## src/rtl/dts_pkg.sv

```systemverilog
// Package for the deadline task scheduler: function and status codes.
// No dependencies.
package dts_pkg;
	typedef enum logic [2:0] {
		FN_POLL   = 3'd0,
		FN_ONCE   = 3'd1,
		FN_REPEAT = 3'd2,
		FN_CANCEL = 3'd3,
		FN_DONE   = 3'd4
	} func_t;

	typedef enum logic [2:0] {
		ST_NOTHING   = 3'd0,
		ST_DISPATCH  = 3'd1,
		ST_SCHEDULED = 3'd2,
		ST_FULL      = 3'd3,
		ST_CANCELLED = 3'd4,
		ST_NOTFOUND  = 3'd5,
		ST_DONE      = 3'd6
	} status_t;

	localparam logic [31:0] HALF_RANGE = 32'h7FFF_FFFF;
endpackage

```

## src/rtl/dts_ram.sv

```systemverilog
// Generic single-port RAM with registered read.
// No dependencies.
module dts_ram #(
	parameter int WIDTH = 32,
	parameter int DEPTH = 16
) (
	input  logic                     clk,
	input  logic                     we,
	input  logic [$clog2(DEPTH)-1:0] addr,
	input  logic [WIDTH-1:0]         wdata,
	output logic [WIDTH-1:0]         rdata
);
	logic [WIDTH-1:0] mem_q [DEPTH];

	always_ff @(posedge clk) begin
		if (we) mem_q[addr] <= wdata;
		rdata <= mem_q[addr];
	end
endmodule

```

## src/rtl/dts_cmp.sv

```systemverilog
// Shared compare unit: wrap-aware earlier test, elapsed test and id equality.
// Depends on dts_pkg.
module dts_cmp
	import dts_pkg::*;
(
	input  logic [31:0] a,
	input  logic [31:0] b,
	input  logic [31:0] now_ms,
	output logic        earlier,
	output logic        elapsed,
	output logic        equal
);
	logic wrap_zone, late_a, late_b;
	logic [31:0] diff;

	always_comb begin
		wrap_zone = now_ms > HALF_RANGE;
		late_a = wrap_zone && a <= HALF_RANGE;
		late_b = wrap_zone && b <= HALF_RANGE;
		earlier = (late_a != late_b) ? !late_a : (a < b);
		diff = now_ms - a;
		elapsed = diff <= HALF_RANGE;
		equal = a == b;
	end
endmodule

```

## src/rtl/deadline_task_scheduler.sv

```systemverilog
// Top level of the deadline task scheduler: sequencer, slot RAMs, compare unit.
// Depends on dts_pkg, dts_ram and dts_cmp.
//
// Channel  Direction  tdata fields (low bit up)
// s_axis   in         func[2:0], now_ms, first_delay, period, target_id (+5 pad)
// m_axis   out        status[2:0], task_id, running_id (+5 pad)
//
// A poll or cancel sweeps the slots one a cycle through the shared compare unit.
// A due task found by a poll is then read out, and a cancel checks the running
// task before it sweeps. Schedule, done and a cancel of the running task work on
// one slot without a sweep; an item with nothing to do goes straight to the result.
// Reset clears the used bits, the id counter and the running slot at once.
// s_axis_tready is low from acceptance until the result has been taken.
module deadline_task_scheduler
	import dts_pkg::*;
#(
	parameter int SLOTS = 16
) (
	input  logic         clk,
	input  logic         arst_n,
	input  logic         s_axis_tvalid,
	output logic         s_axis_tready,
	input  logic [135:0] s_axis_tdata,  // func, now_ms, first_delay, period, target_id
	output logic         m_axis_tvalid,
	input  logic         m_axis_tready,
	output logic [71:0]  m_axis_tdata   // status, task_id, running_id
);
	localparam int SW = $clog2(SLOTS);

	typedef enum logic [2:0] {IDLE, SCAN, WAIT, FIN, WRITE, OUT} state_t;

	state_t state_q;
	logic [2:0]  func_q;
	logic [31:0] now_q, first_q, per_q, target_q;
	logic [SLOTS-1:0] used_q;
	logic [31:0] next_id_q;
	logic        run_q;
	logic [SW-1:0] run_slot_q;
	logic [31:0] run_id_q;
	logic [SW:0] idx_q;
	logic [SW-1:0] pipe_s1;
	logic        pvalid_s1;
	logic        found_q;
	logic [SW-1:0] best_q;
	logic [31:0] best_dl_q;
	logic [2:0]  status_q;
	logic [31:0] tid_q;

	// RAM port
	logic          we;
	logic [SW-1:0] addr;
	logic [31:0]   wdl, wper, wid, rdl, rper, rid;
	logic [1:0]    wfl, rfl;  // repeat, cancelled

	dts_ram #(.WIDTH(32), .DEPTH(SLOTS)) u_dl (.clk, .we, .addr, .wdata(wdl), .rdata(rdl));
	dts_ram #(.WIDTH(32), .DEPTH(SLOTS)) u_per (.clk, .we, .addr, .wdata(wper), .rdata(rper));
	dts_ram #(.WIDTH(32), .DEPTH(SLOTS)) u_id (.clk, .we, .addr, .wdata(wid), .rdata(rid));
	dts_ram #(.WIDTH(2), .DEPTH(SLOTS)) u_fl (.clk, .we, .addr, .wdata(wfl), .rdata(rfl));

	logic c_earlier, c_elapsed, c_equal;
	logic [31:0] ca, cb;
	dts_cmp u_cmp (.a(ca), .b(cb), .now_ms(now_q), .earlier(c_earlier),
		.elapsed(c_elapsed), .equal(c_equal));

	logic [SW-1:0] free_slot;
	logic          any_free;
	always_comb begin
		free_slot = '0;
		any_free = 1'b0;
		for (int i = SLOTS - 1; i >= 0; i--) begin
			if (!used_q[i]) begin
				free_slot = SW'(i);
				any_free = 1'b1;
			end
		end
	end

	logic scan_done;
	assign scan_done = idx_q == (SW+1)'(SLOTS);

	always_comb begin
		we = 1'b0;
		wdl = rdl; wper = rper; wid = rid; wfl = rfl;
		addr = idx_q[SW-1:0];
		ca = rdl;
		cb = best_dl_q;
		if (state_q == SCAN && func_q == FN_CANCEL) begin
			ca = rid;
			cb = target_q;
		end else if (state_q == SCAN && !pvalid_s1) begin
			// The elapsed test reuses the compare unit with a = best deadline.
			ca = best_dl_q;
		end else if (state_q == FIN) begin
			cb = now_q;
		end
		if (state_q == WAIT || state_q == FIN) addr = best_q;
		if (state_q == WRITE) begin
			addr = best_q;
			we = 1'b1;
			if (func_q == FN_ONCE || func_q == FN_REPEAT) begin
				wdl = now_q + first_q;
				wper = (func_q == FN_REPEAT) ? per_q : 32'd0;
				wfl = {func_q == FN_REPEAT, 1'b0};
				wid = tid_q;
			end else if (func_q == FN_CANCEL) begin
				wfl = {rfl[1], 1'b1};
			end else begin
				wdl = now_q + rper;
			end
		end
	end

	logic best_elapsed;
	assign best_elapsed = c_elapsed;

	logic [31:0] nid;
	assign nid = (next_id_q + 32'd1 == 32'd0) ? 32'd1 : next_id_q + 32'd1;

	always_ff @(posedge clk or negedge arst_n) begin
		if (!arst_n) begin
			state_q <= IDLE;
			used_q <= '0;
			next_id_q <= '0;
			run_q <= 1'b0;
			run_slot_q <= '0;
			run_id_q <= '0;
			pvalid_s1 <= 1'b0;
		end else begin
			unique case (state_q)
				IDLE: if (s_axis_tvalid) begin
					func_q <= s_axis_tdata[2:0];
					now_q <= s_axis_tdata[34:3];
					first_q <= s_axis_tdata[66:35];
					per_q <= s_axis_tdata[98:67];
					target_q <= s_axis_tdata[130:99];
					status_q <= ST_NOTHING;
					tid_q <= '0;
					idx_q <= '0;
					found_q <= 1'b0;
					pvalid_s1 <= 1'b0;
					unique case (s_axis_tdata[2:0])
						FN_POLL: state_q <= run_q ? OUT : SCAN;
						FN_ONCE, FN_REPEAT: begin
							if (any_free) begin
								best_q <= free_slot;
								state_q <= WRITE;
							end else begin
								status_q <= ST_FULL;
								state_q <= OUT;
							end
						end
						FN_CANCEL: begin
							status_q <= ST_NOTFOUND;
							if (s_axis_tdata[130:99] == 32'd0) state_q <= OUT;
							else if (run_q) begin
								best_q <= run_slot_q;
								state_q <= WAIT;
							end else state_q <= SCAN;
						end
						FN_DONE: if (run_q) begin
							best_q <= run_slot_q;
							state_q <= WAIT;
						end else state_q <= OUT;
						default: state_q <= OUT;
					endcase
				end
				SCAN: begin
					// RAM data for pipe_s1 arrives in the cycle after its address was applied.
					if (!scan_done) idx_q <= idx_q + 1'b1;
					pipe_s1 <= idx_q[SW-1:0];
					pvalid_s1 <= !scan_done;
					if (pvalid_s1 && used_q[pipe_s1] && !(run_q && run_slot_q == pipe_s1)) begin
						if (func_q == FN_POLL) begin
							if (!found_q || c_earlier) begin
								found_q <= 1'b1;
								best_q <= pipe_s1;
								best_dl_q <= rdl;
							end
						end else if (!found_q && !rfl[0] && c_equal) begin
							found_q <= 1'b1;
							best_q <= pipe_s1;
						end
					end
					if (scan_done && !pvalid_s1) begin
						if (func_q == FN_POLL && found_q && best_elapsed) state_q <= WAIT;
						else if (func_q == FN_CANCEL && found_q) begin
							used_q[best_q] <= 1'b0;
							status_q <= ST_CANCELLED;
							state_q <= OUT;
						end else state_q <= OUT;
					end
				end
				WAIT: state_q <= FIN;
				FIN: begin
					state_q <= OUT;
					if (func_q == FN_POLL) begin
						if (rfl[0]) used_q[best_q] <= 1'b0;
						else begin
							run_q <= 1'b1;
							run_slot_q <= best_q;
							run_id_q <= rid;
							status_q <= ST_DISPATCH;
							tid_q <= rid;
						end
					end else if (func_q == FN_CANCEL) begin
						if (!rfl[0] && rid == target_q) begin
							status_q <= ST_CANCELLED;
							state_q <= WRITE;
						end else begin
							idx_q <= '0;
							pvalid_s1 <= 1'b0;
							state_q <= SCAN;
						end
					end else begin
						status_q <= ST_DONE;
						run_q <= 1'b0;
						run_slot_q <= '0;
						run_id_q <= '0;
						if (rfl[1] && !rfl[0]) state_q <= WRITE;
						else used_q[best_q] <= 1'b0;
					end
				end
				WRITE: begin
					state_q <= OUT;
					if (func_q == FN_ONCE || func_q == FN_REPEAT) begin
						if (status_q != ST_SCHEDULED) begin
							next_id_q <= nid;
							tid_q <= nid;
							used_q[best_q] <= 1'b1;
							status_q <= ST_SCHEDULED;
							state_q <= WRITE;
						end
					end
				end
				OUT: if (m_axis_tready) state_q <= IDLE;
				default: state_q <= IDLE;
			endcase
		end
	end

	assign s_axis_tready = state_q == IDLE;
	assign m_axis_tvalid = state_q == OUT;
	assign m_axis_tdata = {5'd0, run_id_q, tid_q, status_q};

	assert property (@(posedge clk) disable iff (!arst_n)
		!(s_axis_tready && m_axis_tvalid)) else $error("accept while result pending");
	assert property (@(posedge clk) disable iff (!arst_n)
		!run_q |-> run_id_q == 32'd0) else $error("running id without running task");
	assert property (@(posedge clk) disable iff (!arst_n)
		m_axis_tvalid && m_axis_tdata[2:0] == ST_DISPATCH |-> run_q)
		else $error("dispatch without running task");
endmodule

```

## config.mk

```make
export PLATFORM = sky130hd
export DESIGN_NAME = deadline_task_scheduler
export DESIGN_NICKNAME = d
export VERILOG_FILES = /design/src/rtl/dts_pkg.sv /design/src/rtl/dts_ram.sv /design/src/rtl/dts_cmp.sv /design/src/rtl/deadline_task_scheduler.sv
export SDC_FILE = /design/constraint.sdc
export NUM_CORES = 2
export LEC_CHECK = 0
export BUFFER_PORTS_ARGS = -buffer_cell sky130_fd_sc_hd__buf_4
export CAP_MARGIN = 20
export CORE_AREA = 5 5 438 440
export DETAILED_ROUTE_END_ITERATION = 7
export DIE_AREA = 0 0 443 445
export MAX_ROUTING_LAYER = met4
export PLACE_DENSITY = 0.68
export SETUP_SLACK_MARGIN = 0.5
export SLEW_MARGIN = 20
export SYNTH_ARGS = -nofsm -noshare
export SYNTH_HDL_FRONTEND = slang
export SYNTH_SLANG_ARGS = --single-unit
export TNS_END_PERCENT = 30
```

## constraint.sdc

```tcl
create_clock -name clk -period 12.4 [get_ports clk]
set_clock_uncertainty 0.15 [all_clocks]
set_input_delay 2.48 -clock clk [delete_from_list [all_inputs] [get_ports clk]]
set_output_delay 2.48 -clock clk [all_outputs]
set_load 0.01 [all_outputs]
```

==> impl_summary.log <==
[metrics] outcome: completed
[metrics] clock root buffer: sky130_fd_sc_hd__clkbuf_16
[metrics] number of register bits inferred by synthesis: about 2000
[metrics] cell count after synthesis: a little under 7000
[metrics] antenna violations before repair: 6
[metrics] Post-DP HPWL: 141000 um
[metrics] ys async rst share: approximately 4.5%
[metrics] via density per instance: ~6
[metrics] wirelength, routed: between 200000 and 250000 um
[metrics] weighted congestion at the end of routability-driven global placement: between 0.9 and 1
[metrics] number of flops mapped to enable cells by yosys: approximately 1800
[metrics] end-of-flow core utilization: between 50 and 60%
[metrics] placement-stage worst setup slack: between 5000 and 6000 ps
[metrics] count of hold-fix buffers inserted at cts: 0
[metrics] fraction of power spent switching nets: between 30% and 40%
[metrics] maximum count of clock buffers along a single path: 3
[metrics] final worst slack: ~5800 ps
[metrics] wire length per cell after detailed routing: 25.6 um
[metrics] Synth Area in XOR/XNOR: under 10%
[metrics] final layout net count: roughly 7000
[metrics] commonest non-fill, non-tap cells in the layout: 1916 x sky130_fd_sc_hd__nand2_1, 1780 x sky130_fd_sc_hd__edfxtp_1, 464 x sky130_fd_sc_hd__nand3_1
[metrics] slowest CP cell: sky130_fd_sc_hd__dfrtp_1
[metrics] netlist area before placement: between 80000 and 90000 um2
[metrics] Max-cap violations: 0
[metrics] cells traversed along the worst timing path: a21oi_1 > a21oi_2 > nand2_1 > o21ai_4 > buf_4 > buf_4 > buf_4 > buf_4 > nand2_1 > and3_1 > a311oi_1 > a31oi_1 > a21oi_1
[metrics] largest family of logic cells by synthesized area: simple AND/OR/NAND/NOR gates
[metrics] Netlist cell types: between 90 and 100
[metrics] relative contribution of combinational cells to total power: roughly 33%
[metrics] area added between synthesis and finish: 12.6%
[metrics] share of power burned in registers: 41.2%
[metrics] clk sink count: ~2000
[metrics] CTS tree: built
[metrics] horizontal die dimension: between 400 and 500 um
[metrics] Switching Power: about 8400 uW
[metrics] Post-Route Setup TNS: 0 ps
[metrics] internal power: between 10000 and 15000 uW
[metrics] Max VDD drop: ~190 uV
[metrics] number of I/O port buffers: around 200
[metrics] H-tree Lvls: 4
[metrics] starting utilization of the core area: between 40 and 50%
[metrics] power per cell area: roughly 240 nW/um2
[metrics] clock latency on the worst-skew pair: approximately 850 ps
[metrics] Least-Margin Pin Slew: about 1100 ps
[metrics] reg-to-reg critical path startpoint: state_q[2]$_DFFE_PN0P_
[metrics] most instantiated flip-flop cell in the synthesis netlist: sky130_fd_sc_hd__edfxtp_1
[metrics] DR iter-0 viols: roughly 7300
[metrics] Fin. Hold Viols: 0
[metrics] RSZ-0062 raised after global routing: no
[metrics] simple logic cell fraction of the synthesized area: between 10% and 20%
[metrics] complex-gate fraction of the synthesized area: about a tenth
[metrics] number of iterations in the first detailed-routing pass: 8
[metrics] Post-route DRC: 0
[metrics] first-pass GRT wire length: ~360000 um
[metrics] crit path capture type: flip-flop
[metrics] CP max stage delay: 930 ps
[metrics] via count of the first global-routing pass: around 54000
[metrics] IO Pins: around 210
[metrics] number of setup buffers added after CTS: 0
[metrics] fill count: 15700
[metrics] adder and majority gate portion of the synthesized area: under 10%
[metrics] die outline area: 197000 um2
[metrics] CP Max Fanout: 95
[metrics] post-cts repair resize count: 0
[metrics] proportion of netlist area held by the largest area contributor: 63.8%
[metrics] setup violators final: 0
[metrics] leading cell type in the layout, fill and taps excluded: sky130_fd_sc_hd__nand2_1
[metrics] Worst Path Required: approximately 13000 ps
[metrics] number of warnings reported in the yosys synthesis log: 0
[metrics] height of the die: ~450 um
[metrics] min-delay worst type: flip-flop to flip-flop
[metrics] cell type with the highest occurrence count on the critical path: sky130_fd_sc_hd__buf_4
[metrics] remaining antenna violation count: 0
[metrics] share of layout cells above drive strength 1: 10.0%
[metrics] sum of overflow across all layers after global routing: 0
[metrics] leading post-synthesis cells by cell area: sky130_fd_sc_hd__edfxtp_1 64%, sky130_fd_sc_hd__nand2_1 8.6%, sky130_fd_sc_hd__a311oi_1 3.1%
[metrics] final worst-path cycle share: ~54%
[metrics] portion of netlist area occupied by mux cells: less than 1%
[metrics] row count: 159
[metrics] cts bufs inserted: 190
[metrics] Min-Delay Startpoint: run_id_q[4]$_DFFE_PN0P_
[metrics] sort of element at the start of the critical path: flip-flop
[metrics] largest area contributor in the netlist: sky130_fd_sc_hd__edfxtp_1
[metrics] clock share of power: roughly 26%
[metrics] leakage dissipation: around 0.033 uW
[metrics] Overall Global Routing Usage: 24.7%
[metrics] Crit path arrival time: roughly 7300 ps
[metrics] count of final max-slew check failures: 0
[metrics] vias after detailed routing: about 58000
[metrics] relative slew slack: around a quarter
[metrics] average size of a mapped cell: 12.2 um2
[metrics] WS Path Type: flip-flop to flip-flop
[metrics] part of the Yosys area used for sequential elements: between 60 and 70%
[metrics] core box area: approximately 190000 um2
[metrics] clock-pin slew on the worst setup and hold paths: approximately 70 ps
[metrics] minimum clock period: 6640 ps
[metrics] largest net degree at the start of global routing: 177
[metrics] Critical Path Source: state_q[2]$_DFFE_PN0P_
[metrics] top achievable clock speed: 0.151 GHz
-- synth_stat cells (50+ instances only) --
cell,instances
sky130_fd_sc_hd__and3_1,218
sky130_fd_sc_hd__a31oi_1,121
sky130_fd_sc_hd__a21oi_1,266
sky130_fd_sc_hd__edfxtp_1,1780
sky130_fd_sc_hd__clkbuf_1,365
sky130_fd_sc_hd__inv_1,68
sky130_fd_sc_hd__a311oi_1,299
sky130_fd_sc_hd__buf_1,51
sky130_fd_sc_hd__dfxtp_1,98
sky130_fd_sc_hd__xnor2_1,97
sky130_fd_sc_hd__nand2_1,1917
sky130_fd_sc_hd__dfrtp_1,89
sky130_fd_sc_hd__nand3_1,464
sky130_fd_sc_hd__o21ai_0,137
sky130_fd_sc_hd__ha_1,110
sky130_fd_sc_hd__nor2_1,95
sky130_fd_sc_hd__nor3_1,50
sky130_fd_sc_hd__a22o_1,72
-- path summary, 6_finish.rpt --
kind,endpoint,slack [ps],cells after the start
max,u_dl.rdata[21]$_DFF_P_,5760,13
min,run_id_q[4]$_DFFE_PN0P_,350,1
max reg2reg,u_dl.rdata[21]$_DFF_P_,5760,13
min reg2reg,run_id_q[4]$_DFFE_PN0P_,350,1
max in group asynchronous,asynchronous set/reset pin,9440,2
min in group asynchronous,next_id_q[25]$_DFFE_PN0P_,1440,1
-- routing by layer --
metal	track usage, %	wire, um	vias up
li1	-	-	25500
met1	32.8	96100	28500
met2	37.5	113000	2932
met3	4.40	24300	537
met4	11.3	11900	0
met5	-	0	-
-- final cells by class --
class,instances,area (um2),area share [%]
antenna,6,15.0,0.0159
clock buffer,263,5340,5.66
sequential,1967,57600,61.1
clock inverter,96,1060,1.12
multi-input combinational,4367,24300,25.8
inverter,69,277,0.293
tap,2495,3120,3.31
timing repair buffer,330,2560,2.71
-- power by group through the flow --
stage / sequential (uW) / combinational [uW] / clock, uW
4_1_cts: 9390 / 7460 / 5930
6_report: 9410 / 7560 / 5870
3_5_place_dp: 9520 / 7420 / 0
5_1_grt: 9430 / 8260 / 6230
3_3_place_gp: 9510 / 7280 / 0
2_1_floorplan: 9170 / 5170 / 0
-- flip-flops by register name (all words and copies together) (netlist names), 4 cells and up, named ones only --
signal	count
run_slot_q	4
per_q	32
u_per.rdata	32
idx_q	5
now_q	32
best_dl_q	32
u_id.mem_q	512
u_dl.mem_q	512
first_q	32
tid_q	32
pipe_s1	4
target_q	32
run_id_q	32
u_id.rdata	32
u_fl.mem_q	32
best_q	4
next_id_q	32
u_dl.rdata	32
u_per.mem_q	512
-- kinds of logic (layout without fill, tap and decap cells) --
kind of cell | Yosys count | after routing
other | 1 | 11
XOR/XNOR | 142 | 142
AO/OA/AOI/OAI | 1138 | 1138
adder cells (fa/ha/maj) | 117 | 117
AND/OR/NAND/NOR | 2901 | 2901
flip-flops | 1967 | 1967
multiplexers | 64 | 64
buffers and inverters | 524 | 758
-- through the flow --
stage	std cells	hold slack (ps)	total power, uW	area, um2
6_report	9593	348	22800	94300
4_1_cts	9585	354	22800	94300
2_1_floorplan	6858	271	14300	83800
3_5_place_dp	9226	339	16900	87900
3_3_place_gp	9225	334	16800	87800
5_1_grt	9591	367	23900	94300
-- worst max-delay path, delay by kind of cell (launching register included) --
kind	cells	cell delay, ps
buffers and inverters	4	3090
flip-flops	1	930
AO/OA/AOI/OAI	6	1630
AND/OR/NAND/NOR	3	560
Note: power is estimated with default switching activity, not from simulation.
